--- src/hw/rtl/cbm_pkg.sv ---
package cbm_pkg;

   // Item commands; code 3 falls back to translate only
   localparam logic [1:0] CMD_TRANSLATE = 2'd0;
   localparam logic [1:0] CMD_WRITE     = 2'd1;
   localparam logic [1:0] CMD_TICK      = 2'd2;

   // Register space decode
   localparam logic [15:0] ADDR_BASE    = 16'h8000;
   localparam logic [15:0] ADDR_MASK    = 16'hE001;
   localparam logic [15:0] ADDR_MODE    = 16'h8000;
   localparam logic [15:0] ADDR_BANK    = 16'h8001;
   localparam logic [15:0] ADDR_MIRROR  = 16'hA000;
   localparam logic [15:0] ADDR_IRQ_CNT = 16'hC000;
   localparam logic [15:0] ADDR_IRQ_RLD = 16'hC001;
   localparam logic [15:0] ADDR_IRQ_DIS = 16'hE000;
   localparam logic [15:0] ADDR_IRQ_EN  = 16'hE001;

   // Bank value fields
   localparam logic [7:0] BANK_EVEN_MASK = 8'hFE;
   localparam int         MODE_PRG_SWAP  = 6;
   localparam int         MODE_CHR_SWAP  = 7;
   localparam int         CHR_RAM_BIT    = 6;

   // Configuration registers
   localparam int         CSR_INDEX_W      = 1;
   localparam int         CSR_DATA_W       = 9;
   localparam logic [0:0] CSR_PRG_COUNT    = 1'd0;
   localparam logic [0:0] CSR_FOUR_SCREEN  = 1'd1;
   localparam logic [8:0] PRG_COUNT_RESET  = 9'd32;
   localparam logic [8:0] PRG_COUNT_MIN    = 9'd2;
   localparam logic [8:0] PRG_COUNT_MAX    = 9'd256;

   typedef struct packed {
      logic [1:0]  command;
      logic [15:0] address;
      logic [7:0]  write_data;
      logic        in_vblank;
      logic [1:0]  prg_window;
      logic [2:0]  chr_window;
   } req_type;

   typedef struct packed {
      logic [7:0] prg_bank;
      logic [7:0] chr_bank;
      logic       chr_is_ram;
      logic       irq_pulse;
      logic       mirror_horizontal;
   } rsp_type;

   typedef struct packed {
      logic [7:0][7:0] banks;
      logic [7:0]      mode;
      logic            irq_en;
      logic [7:0]      irq_count;
      logic [7:0]      irq_reload;
      logic            mirror;
   } state_type;

endpackage

--- src/hw/rtl/cbm_if.sv ---
interface cbm_req_if;
   logic        valid;
   logic        ready;
   logic [1:0]  command;
   logic [15:0] address;
   logic [7:0]  write_data;
   logic        in_vblank;
   logic [1:0]  prg_window;
   logic [2:0]  chr_window;

   modport source (output valid, command, address, write_data, in_vblank, prg_window,
                   chr_window, input ready);
   modport sink (input valid, command, address, write_data, in_vblank, prg_window,
                 chr_window, output ready);
endinterface

interface cbm_rsp_if;
   logic       valid;
   logic       ready;
   logic [7:0] prg_bank;
   logic [7:0] chr_bank;
   logic       chr_is_ram;
   logic       irq_pulse;
   logic       mirror_horizontal;

   modport source (output valid, prg_bank, chr_bank, chr_is_ram, irq_pulse,
                   mirror_horizontal, input ready);
   modport sink (input valid, prg_bank, chr_bank, chr_is_ram, irq_pulse,
                 mirror_horizontal, output ready);
endinterface

interface cbm_csr_if;
   logic                          valid;
   logic                          ready;
   logic [cbm_pkg::CSR_INDEX_W-1:0] index;
   logic [cbm_pkg::CSR_DATA_W-1:0]  data;

   modport source (output valid, index, data, input ready);
   modport sink (input valid, index, data, output ready);
endinterface

--- src/hw/rtl/cbm_ctrl.sv ---
module cbm_ctrl (
   input  logic                clock,
   input  logic                reset,
   input  logic                commit,
   input  cbm_pkg::req_type    item,
   input  logic                four_screen,
   output cbm_pkg::state_type  state_nx,
   output logic                pulse
);

   cbm_pkg::state_type state_ff;
   cbm_pkg::state_type state_in;
   logic [15:0]        reg_addr;
   logic [2:0]         sel;

   assign reg_addr = item.address & cbm_pkg::ADDR_MASK;
   assign sel      = state_ff.mode[2:0];

   // Apply one write or tick to the mapper state
   always_comb begin
      state_in = state_ff;
      pulse    = 1'b0;
      case (item.command)
         cbm_pkg::CMD_WRITE: begin
            if (item.address >= cbm_pkg::ADDR_BASE) begin
               case (reg_addr)
                  cbm_pkg::ADDR_MODE: state_in.mode = item.write_data;
                  cbm_pkg::ADDR_BANK: begin
                     state_in.banks[sel] = (sel[2:1] == 2'b00) ?
                        (item.write_data & cbm_pkg::BANK_EVEN_MASK) : item.write_data;
                  end
                  cbm_pkg::ADDR_MIRROR: begin
                     if (!four_screen) state_in.mirror = item.write_data[0];
                  end
                  cbm_pkg::ADDR_IRQ_CNT: state_in.irq_count = item.write_data;
                  cbm_pkg::ADDR_IRQ_RLD: state_in.irq_reload = item.write_data;
                  cbm_pkg::ADDR_IRQ_DIS: begin
                     state_in.irq_en    = 1'b0;
                     state_in.irq_count = state_ff.irq_reload;
                  end
                  cbm_pkg::ADDR_IRQ_EN: state_in.irq_en = 1'b1;
                  default: ;
               endcase
            end
         end
         cbm_pkg::CMD_TICK: begin
            if (!item.in_vblank && state_ff.irq_en) begin
               if (state_ff.irq_count == 8'd0) begin
                  state_in.irq_count = state_ff.irq_reload;
                  pulse              = 1'b1;
               end else begin
                  state_in.irq_count = state_ff.irq_count - 8'd1;
               end
            end
         end
         default: ;
      endcase
   end

   assign state_nx = state_in;

   // Hold state unless an item moves into the result register
   always_ff @(posedge clock) begin
      if (reset) begin
         state_ff.banks      <= {8'd1, 8'd0, 8'd7, 8'd6, 8'd5, 8'd4, 8'd2, 8'd0};
         state_ff.mode       <= 8'd0;
         state_ff.irq_en     <= 1'b0;
         state_ff.irq_count  <= 8'd0;
         state_ff.irq_reload <= 8'd0;
         state_ff.mirror     <= 1'b0;
      end else if (commit) begin
         state_ff <= state_in;
      end
   end

   a_state_hold: assert property (@(posedge clock) disable iff (reset)
      !commit |=> $stable(state_ff))
      else $error("mapper state changed without a committed request");

   a_pulse_enabled: assert property (@(posedge clock) disable iff (reset)
      pulse |-> state_ff.irq_en && state_ff.irq_count == 8'd0)
      else $error("irq pulse without enabled, expired counter");

endmodule

--- src/hw/rtl/cbm_xlate.sv ---
module cbm_xlate (
   input  cbm_pkg::state_type  state,
   input  logic [8:0]          prg_count,
   input  logic [1:0]          prg_window,
   input  logic [2:0]          chr_window,
   input  logic                pulse,
   output cbm_pkg::rsp_type    rsp
);

   logic [8:0] count_clamped;
   logic [8:0] last_bank;
   logic [8:0] second_last;
   logic [2:0] chr_sel;
   logic [7:0] chr_value;
   logic       prg_sel;

   // Clamp the bank count into its legal range
   always_comb begin
      if (prg_count < cbm_pkg::PRG_COUNT_MIN)      count_clamped = cbm_pkg::PRG_COUNT_MIN;
      else if (prg_count > cbm_pkg::PRG_COUNT_MAX) count_clamped = cbm_pkg::PRG_COUNT_MAX;
      else                                         count_clamped = prg_count;
   end

   assign last_bank   = count_clamped - 9'd1;
   assign second_last = count_clamped - 9'd2;
   assign prg_sel     = prg_window[1] ^ state.mode[cbm_pkg::MODE_PRG_SWAP];

   // Program window lookup
   always_comb begin
      case (prg_window)
         2'd1:    rsp.prg_bank = state.banks[7];
         2'd3:    rsp.prg_bank = last_bank[7:0];
         default: rsp.prg_bank = prg_sel ? second_last[7:0] : state.banks[6];
      endcase
   end

   assign chr_sel = {chr_window[2] ^ state.mode[cbm_pkg::MODE_CHR_SWAP], chr_window[1:0]};

   // Pattern window lookup; 2 KiB banks cover two windows
   always_comb begin
      case (chr_sel)
         3'd0:    chr_value = state.banks[0];
         3'd1:    chr_value = state.banks[0] + 8'd1;
         3'd2:    chr_value = state.banks[1];
         3'd3:    chr_value = state.banks[1] + 8'd1;
         3'd4:    chr_value = state.banks[2];
         3'd5:    chr_value = state.banks[3];
         3'd6:    chr_value = state.banks[4];
         default: chr_value = state.banks[5];
      endcase
   end

   assign rsp.chr_is_ram        = chr_value[cbm_pkg::CHR_RAM_BIT];
   assign rsp.chr_bank          = chr_value[cbm_pkg::CHR_RAM_BIT] ?
                                  {5'd0, chr_value[2:0]} : chr_value;
   assign rsp.irq_pulse         = pulse;
   assign rsp.mirror_horizontal = state.mirror;

endmodule

--- src/hw/rtl/cartridge_bank_mapper_scanline_irq.sv ---
// Cartridge bank mapper with scanline interrupt. Each request is a plain
// translation, a CPU write into the 0x8000-0xFFFF register space, or an
// end-of-scanline tick, and each yields one response with the program and
// pattern banks at the asked windows and the mirroring as they stand after
// the request, plus an irq pulse flag. The block takes one request per clock
// while the result register is free or its response is being taken. A request
// is captured in the input register, where the write or tick and the bank
// lookup are resolved, then loads the result register, which presents the
// response. The input and result registers advance together, so throughput is
// one request per cycle as long as responses are taken. Configuration writes
// are taken at any time and should only be issued while idle.
module cartridge_bank_mapper_scanline_irq (
   input  logic      clock,
   input  logic      reset,
   cbm_req_if.sink   req_ch,
   cbm_rsp_if.source rsp_ch,
   cbm_csr_if.sink   csr_ch
);

   logic               in_valid_ff;
   cbm_pkg::req_type   in_item_ff;
   logic               rsp_valid_ff;
   cbm_pkg::rsp_type   rsp_data_ff;
   cbm_pkg::rsp_type   rsp_data_in;
   cbm_pkg::state_type state_nx;
   logic [8:0]         prg_count_ff;
   logic               four_screen_ff;
   logic               advance;
   logic               commit;
   logic               pulse;

   assign advance      = !rsp_valid_ff || rsp_ch.ready;
   assign commit       = in_valid_ff && advance;
   assign req_ch.ready = !in_valid_ff || advance;
   assign csr_ch.ready = 1'b1;

   // Configuration registers
   always_ff @(posedge clock) begin
      if (reset) begin
         prg_count_ff   <= cbm_pkg::PRG_COUNT_RESET;
         four_screen_ff <= 1'b0;
      end else if (csr_ch.valid) begin
         case (csr_ch.index)
            cbm_pkg::CSR_PRG_COUNT:   prg_count_ff   <= csr_ch.data;
            cbm_pkg::CSR_FOUR_SCREEN: four_screen_ff <= csr_ch.data[0];
            default: ;
         endcase
      end
   end

   // Capture the request
   always_ff @(posedge clock) begin
      if (reset) begin
         in_valid_ff <= 1'b0;
      end else if (req_ch.ready) begin
         in_valid_ff <= req_ch.valid;
      end
   end

   always_ff @(posedge clock) begin
      if (req_ch.ready && req_ch.valid) begin
         in_item_ff.command    <= req_ch.command;
         in_item_ff.address    <= req_ch.address;
         in_item_ff.write_data <= req_ch.write_data;
         in_item_ff.in_vblank  <= req_ch.in_vblank;
         in_item_ff.prg_window <= req_ch.prg_window;
         in_item_ff.chr_window <= req_ch.chr_window;
      end
   end

   cbm_ctrl u_ctrl (
      .clock       (clock),
      .reset       (reset),
      .commit      (commit),
      .item        (in_item_ff),
      .four_screen (four_screen_ff),
      .state_nx    (state_nx),
      .pulse       (pulse)
   );

   cbm_xlate u_xlate (
      .state      (state_nx),
      .prg_count  (prg_count_ff),
      .prg_window (in_item_ff.prg_window),
      .chr_window (in_item_ff.chr_window),
      .pulse      (pulse),
      .rsp        (rsp_data_in)
   );

   // Result register
   always_ff @(posedge clock) begin
      if (reset) begin
         rsp_valid_ff <= 1'b0;
      end else if (advance) begin
         rsp_valid_ff <= in_valid_ff;
      end
   end

   always_ff @(posedge clock) begin
      if (commit) rsp_data_ff <= rsp_data_in;
   end

   assign rsp_ch.valid             = rsp_valid_ff;
   assign rsp_ch.prg_bank          = rsp_data_ff.prg_bank;
   assign rsp_ch.chr_bank          = rsp_data_ff.chr_bank;
   assign rsp_ch.chr_is_ram        = rsp_data_ff.chr_is_ram;
   assign rsp_ch.irq_pulse         = rsp_data_ff.irq_pulse;
   assign rsp_ch.mirror_horizontal = rsp_data_ff.mirror_horizontal;

   a_reset_empty: assert property (@(posedge clock)
      reset |=> !in_valid_ff && !rsp_valid_ff)
      else $error("pipeline not empty after reset");

   a_ram_bank_range: assert property (@(posedge clock) disable iff (reset)
      rsp_valid_ff && rsp_data_ff.chr_is_ram |-> rsp_data_ff.chr_bank[7:3] == 5'd0)
      else $error("pattern RAM bank out of range");

   a_pulse_from_tick: assert property (@(posedge clock) disable iff (reset)
      commit && rsp_data_in.irq_pulse |-> in_item_ff.command == cbm_pkg::CMD_TICK)
      else $error("irq pulse from a non-tick request");

endmodule

--- src/flat_wrapper.sv ---
// flat-port wrapper written by rule: the top's interface ports become plain ports
module cartridge_bank_mapper_scanline_irq_flat 
  (clock, reset, req_ch_valid, req_ch_command, req_ch_address, req_ch_write_data, req_ch_in_vblank, req_ch_prg_window, req_ch_chr_window, req_ch_ready, rsp_ch_valid, rsp_ch_prg_bank, rsp_ch_chr_bank, rsp_ch_chr_is_ram, rsp_ch_irq_pulse, rsp_ch_mirror_horizontal, rsp_ch_ready, csr_ch_valid, csr_ch_index, csr_ch_data, csr_ch_ready);
  cbm_req_if req_ch_i ();
  cbm_rsp_if rsp_ch_i ();
  cbm_csr_if csr_ch_i ();
  input  logic clock;
  input  logic reset;
  input wire logic [$bits(req_ch_i.valid)-1:0] req_ch_valid;
  input wire logic [$bits(req_ch_i.command)-1:0] req_ch_command;
  input wire logic [$bits(req_ch_i.address)-1:0] req_ch_address;
  input wire logic [$bits(req_ch_i.write_data)-1:0] req_ch_write_data;
  input wire logic [$bits(req_ch_i.in_vblank)-1:0] req_ch_in_vblank;
  input wire logic [$bits(req_ch_i.prg_window)-1:0] req_ch_prg_window;
  input wire logic [$bits(req_ch_i.chr_window)-1:0] req_ch_chr_window;
  output wire logic [$bits(req_ch_i.ready)-1:0] req_ch_ready;
  output wire logic [$bits(rsp_ch_i.valid)-1:0] rsp_ch_valid;
  output wire logic [$bits(rsp_ch_i.prg_bank)-1:0] rsp_ch_prg_bank;
  output wire logic [$bits(rsp_ch_i.chr_bank)-1:0] rsp_ch_chr_bank;
  output wire logic [$bits(rsp_ch_i.chr_is_ram)-1:0] rsp_ch_chr_is_ram;
  output wire logic [$bits(rsp_ch_i.irq_pulse)-1:0] rsp_ch_irq_pulse;
  output wire logic [$bits(rsp_ch_i.mirror_horizontal)-1:0] rsp_ch_mirror_horizontal;
  input wire logic [$bits(rsp_ch_i.ready)-1:0] rsp_ch_ready;
  input wire logic [$bits(csr_ch_i.valid)-1:0] csr_ch_valid;
  input wire logic [$bits(csr_ch_i.index)-1:0] csr_ch_index;
  input wire logic [$bits(csr_ch_i.data)-1:0] csr_ch_data;
  output wire logic [$bits(csr_ch_i.ready)-1:0] csr_ch_ready;
  assign req_ch_i.valid = req_ch_valid;
  assign req_ch_i.command = req_ch_command;
  assign req_ch_i.address = req_ch_address;
  assign req_ch_i.write_data = req_ch_write_data;
  assign req_ch_i.in_vblank = req_ch_in_vblank;
  assign req_ch_i.prg_window = req_ch_prg_window;
  assign req_ch_i.chr_window = req_ch_chr_window;
  assign req_ch_ready = req_ch_i.ready;
  assign rsp_ch_valid = rsp_ch_i.valid;
  assign rsp_ch_prg_bank = rsp_ch_i.prg_bank;
  assign rsp_ch_chr_bank = rsp_ch_i.chr_bank;
  assign rsp_ch_chr_is_ram = rsp_ch_i.chr_is_ram;
  assign rsp_ch_irq_pulse = rsp_ch_i.irq_pulse;
  assign rsp_ch_mirror_horizontal = rsp_ch_i.mirror_horizontal;
  assign rsp_ch_i.ready = rsp_ch_ready;
  assign csr_ch_i.valid = csr_ch_valid;
  assign csr_ch_i.index = csr_ch_index;
  assign csr_ch_i.data = csr_ch_data;
  assign csr_ch_ready = csr_ch_i.ready;
  cartridge_bank_mapper_scanline_irq u_core (.clock(clock), .reset(reset), .req_ch(req_ch_i), .rsp_ch(rsp_ch_i), .csr_ch(csr_ch_i));
endmodule
--- config.mk ---
export PLATFORM = sky130hd
export DESIGN_NAME = cartridge_bank_mapper_scanline_irq_flat
export DESIGN_NICKNAME = d
export VERILOG_FILES = /design/src/hw/rtl/cbm_pkg.sv /design/src/hw/rtl/cbm_if.sv /design/src/hw/rtl/cbm_ctrl.sv /design/src/hw/rtl/cbm_xlate.sv /design/src/hw/rtl/cartridge_bank_mapper_scanline_irq.sv /design/src/flat_wrapper.sv
export SDC_FILE = /design/constraint.sdc
export NUM_CORES = 1
export LEC_CHECK = 0
export BUFFER_PORTS_ARGS = -buffer_cell sky130_fd_sc_hd__buf_2
export CAP_MARGIN = 10
export CORE_UTILIZATION = 50
export CTS_BUF_LIST = sky130_fd_sc_hd__clkbuf_16
export DETAILED_ROUTE_END_ITERATION = 10
export HOLD_SLACK_MARGIN = 0.08
export PLACE_DENSITY = 0.68
export SKIP_LAST_GASP = 1
export SLEW_MARGIN = 10
export SYNTH_ARGS = -nofsm -noshare
export SYNTH_HDL_FRONTEND = slang
export SYNTH_HIERARCHICAL = 1
export SYNTH_SLANG_ARGS = --single-unit
--- constraint.sdc ---
create_clock -name clock -period 4.41 [get_ports clock]
set_input_delay 0.441 -clock clock [delete_from_list [all_inputs] [get_ports clock]]
set_output_delay 0.441 -clock clock [all_outputs]
set_load 0.05 [all_outputs]
==> flow_metrics.tcl <==
set metrics [dict create \
    grt_max_degree 66 \
    crit_fanout 13 \
    track_usage_pct 25.6 \
    syn_nets 897 \
    power_mw 3.32 \
    worst_pin_slew_ns 1.05 \
    die_width_um 130 \
    port_buffers 55 \
    drv_cap 0 \
    dr.pass1.iters 6 \
    cts.path.max_buffers 2 \
    core_area_mm2 0.0159 \
    wirelength_um 20800 \
    clk_pin_slew_ns 0.06 \
    antenna_cells 0 \
    worstPathCellList "nand2b_1 > nor4b_2 > nand2_1 > mux2_2 > mux2_2 > ha_1 > nand2_1 > nor2_1 > o311ai_0 > o21ai_0 > a221oi_1" \
    crit_buf_inv 0 \
    p_leak_nw 3.82 \
    hold_viol_final 0 \
    antenna_found_initial 0 \
    cts_setup_buffers 0 \
    finalCritPeriodShare_pct 89.5 \
    syn-mean-instance-area_um2 9.72 \
    grt_pass1_wl_um 32900 \
    rows 46 \
    syn_area_mm2 0.00819 \
    avgViaCountPerCell 5.84 \
    dpl_cell_area_mm2 0.00850 \
    drcViolationCount 0 \
    final_area_mm2 0.00916 \
    cellPowerDensity_mw_per_mm2 363 \
    initialDrtViolationCount 467 \
    max_stage_delay_ns 0.67 \
    worstSetupPathType "reg2reg" \
    grt_pass1_vias 6170 \
    final_nets 912 \
    clock-sinks 138 \
    ant_nets 0 \
    root_buffer "clkbuf_16" \
    yosys_warnings 6 \
    cp-end-kind "register" \
    gp_congestion 0.890 \
    skew_ns 0.00816 \
    setup_viol 0 \
    syn_inst 843 \
    area.growth.synth_to_final_pct 11.8 \
    fin_tns_setup_ns 0 \
    status "completed" \
    vdd_drop_max_mv 0.261 \
    die_area_mm2 0.0169 \
    initial_core_util_pct 51.4 \
    cts_hold_buf 0 \
    startpoint_type "register" \
    crit_path_top_delay_cell "edfxtp_1" \
    htree_levels 4 \
    cp.arrival_ns 4.17 \
    fmax_mhz 253 \
    drive_above_1_share_pct 23.1 \
    rsz0062_at_grt "false" \
    worst_path_dominant_cell_family "simple AND/OR/NAND/NOR gates" \
    critical_path_required_ns 4.63 \
    die_h_um 130 \
    maxSlewViolCount 0 \
    io-pin-count 69 \
    vias 6347 \
    hpwl_um 14200 \
    holdCritPathClass "in2reg" \
    grt_overflow 0 \
    routedWlPerCell_um 19.1 \
    cts_made_buffers 17 \
    cts_tree "built" \
    layout_min_cycle_time_ns 3.95 \
    postCtsResizedCells 0 \
    slew_headroom_pct 29.9 \
    clock_latency_ns 0.42 \
]
==> routing by layer <==
layer	share of wire, %	up-vias	GRT usage (%)
li1	-	3058	-
met1	45	3041	33.2
met2	47	203	41.2
met3	4.9	45	5.25
met4	3.5	0	11.2
met5	0	-	0
==> per-stage QoR <==
stage                     util, %  hold slack, ns  worst slack, ns  cells
final                        57.4           0.189            0.465   1087
after CTS                    57.4           0.172            0.501   1087
after global placement       53.3           0.444            0.581   1055
after global routing         57.4           0.170            0.226   1087
after detailed placement     53.3           0.460            0.526   1055
after floorplan                 -           0.434            0.945    843
==> report_power, final <==
group	internal, mW	total, mW	switching (mW)
registers	1.34	1.39	0.0469
clock network	1.05	1.60	0.546
logic	0.124	0.339	0.215
==> cell type report <==
| type | instances | area [um2] |
|---|---|---|
| clock buffers | 17 | 425 |
| flip-flops and latches | 138 | 3150 |
| repair buffers | 70 | 388 |
| inverters | 21 | 78.8 |
| clock inverters | 15 | 231 |
| well taps | 216 | 270 |
| multi-input cells | 610 | 4610 |
| fillers | 1375 | 6790 |
==> cells in the final DEF (no fill, tap or decap), types with 8 or more instances in the layout <==
cell        n
a21oi_1    21
inv_1      22
nor4_1      8
dfxtp_1    99
nor3_1     12
mux2_2     74
edfxtp_1   39
buf_2      55
clkbuf_16  17
buf_4      15
nor2b_1     9
nor2_1     67
nand3_1    15
mux2i_1    96
nand2b_1   78
nand2_1    38
o21ai_0    22
==> worst paths after layout <==
kind	startpoint	to	slack, ns	cells after the start
max reg2reg	u_core/in_item_ff[27]$_DFFE_PP_	u_core/rsp_ch.chr_bank[7]$_DFFE_PP_	0.46	11
min reg2reg	u_core/in_valid_ff$_SDFFE_PP0P_	u_core/rsp_ch.valid$_SDFFE_PP0P_	0.47	2
max	u_core/in_item_ff[27]$_DFFE_PP_	u_core/rsp_ch.chr_bank[7]$_DFFE_PP_	0.46	11
min	req_ch_write_data[6]	u_core/in_item_ff[12]$_DFFE_PP_	0.19	1
==> sequential cells by signal, indices dropped and copies added, names as in the netlist <==
signal,count
u_core/prg_count_ff,9
u_core/rsp_ch.valid,1
u_core/rsp_ch.prg_bank,8
u_core/rsp_ch.chr_bank,8
u_core/in_valid_ff,1
u_core/u_ctrl/state_ff,84
u_core/rsp_ch.irq_pulse,1
u_core/rsp_ch.mirror_horizontal,1
u_core/four_screen_ff,1
u_core/in_item_ff,20
u_core/rsp_ch.chr_is_ram,1
u_core/u_ctrl/sel,3
Power figures use the tool's default switching activity.
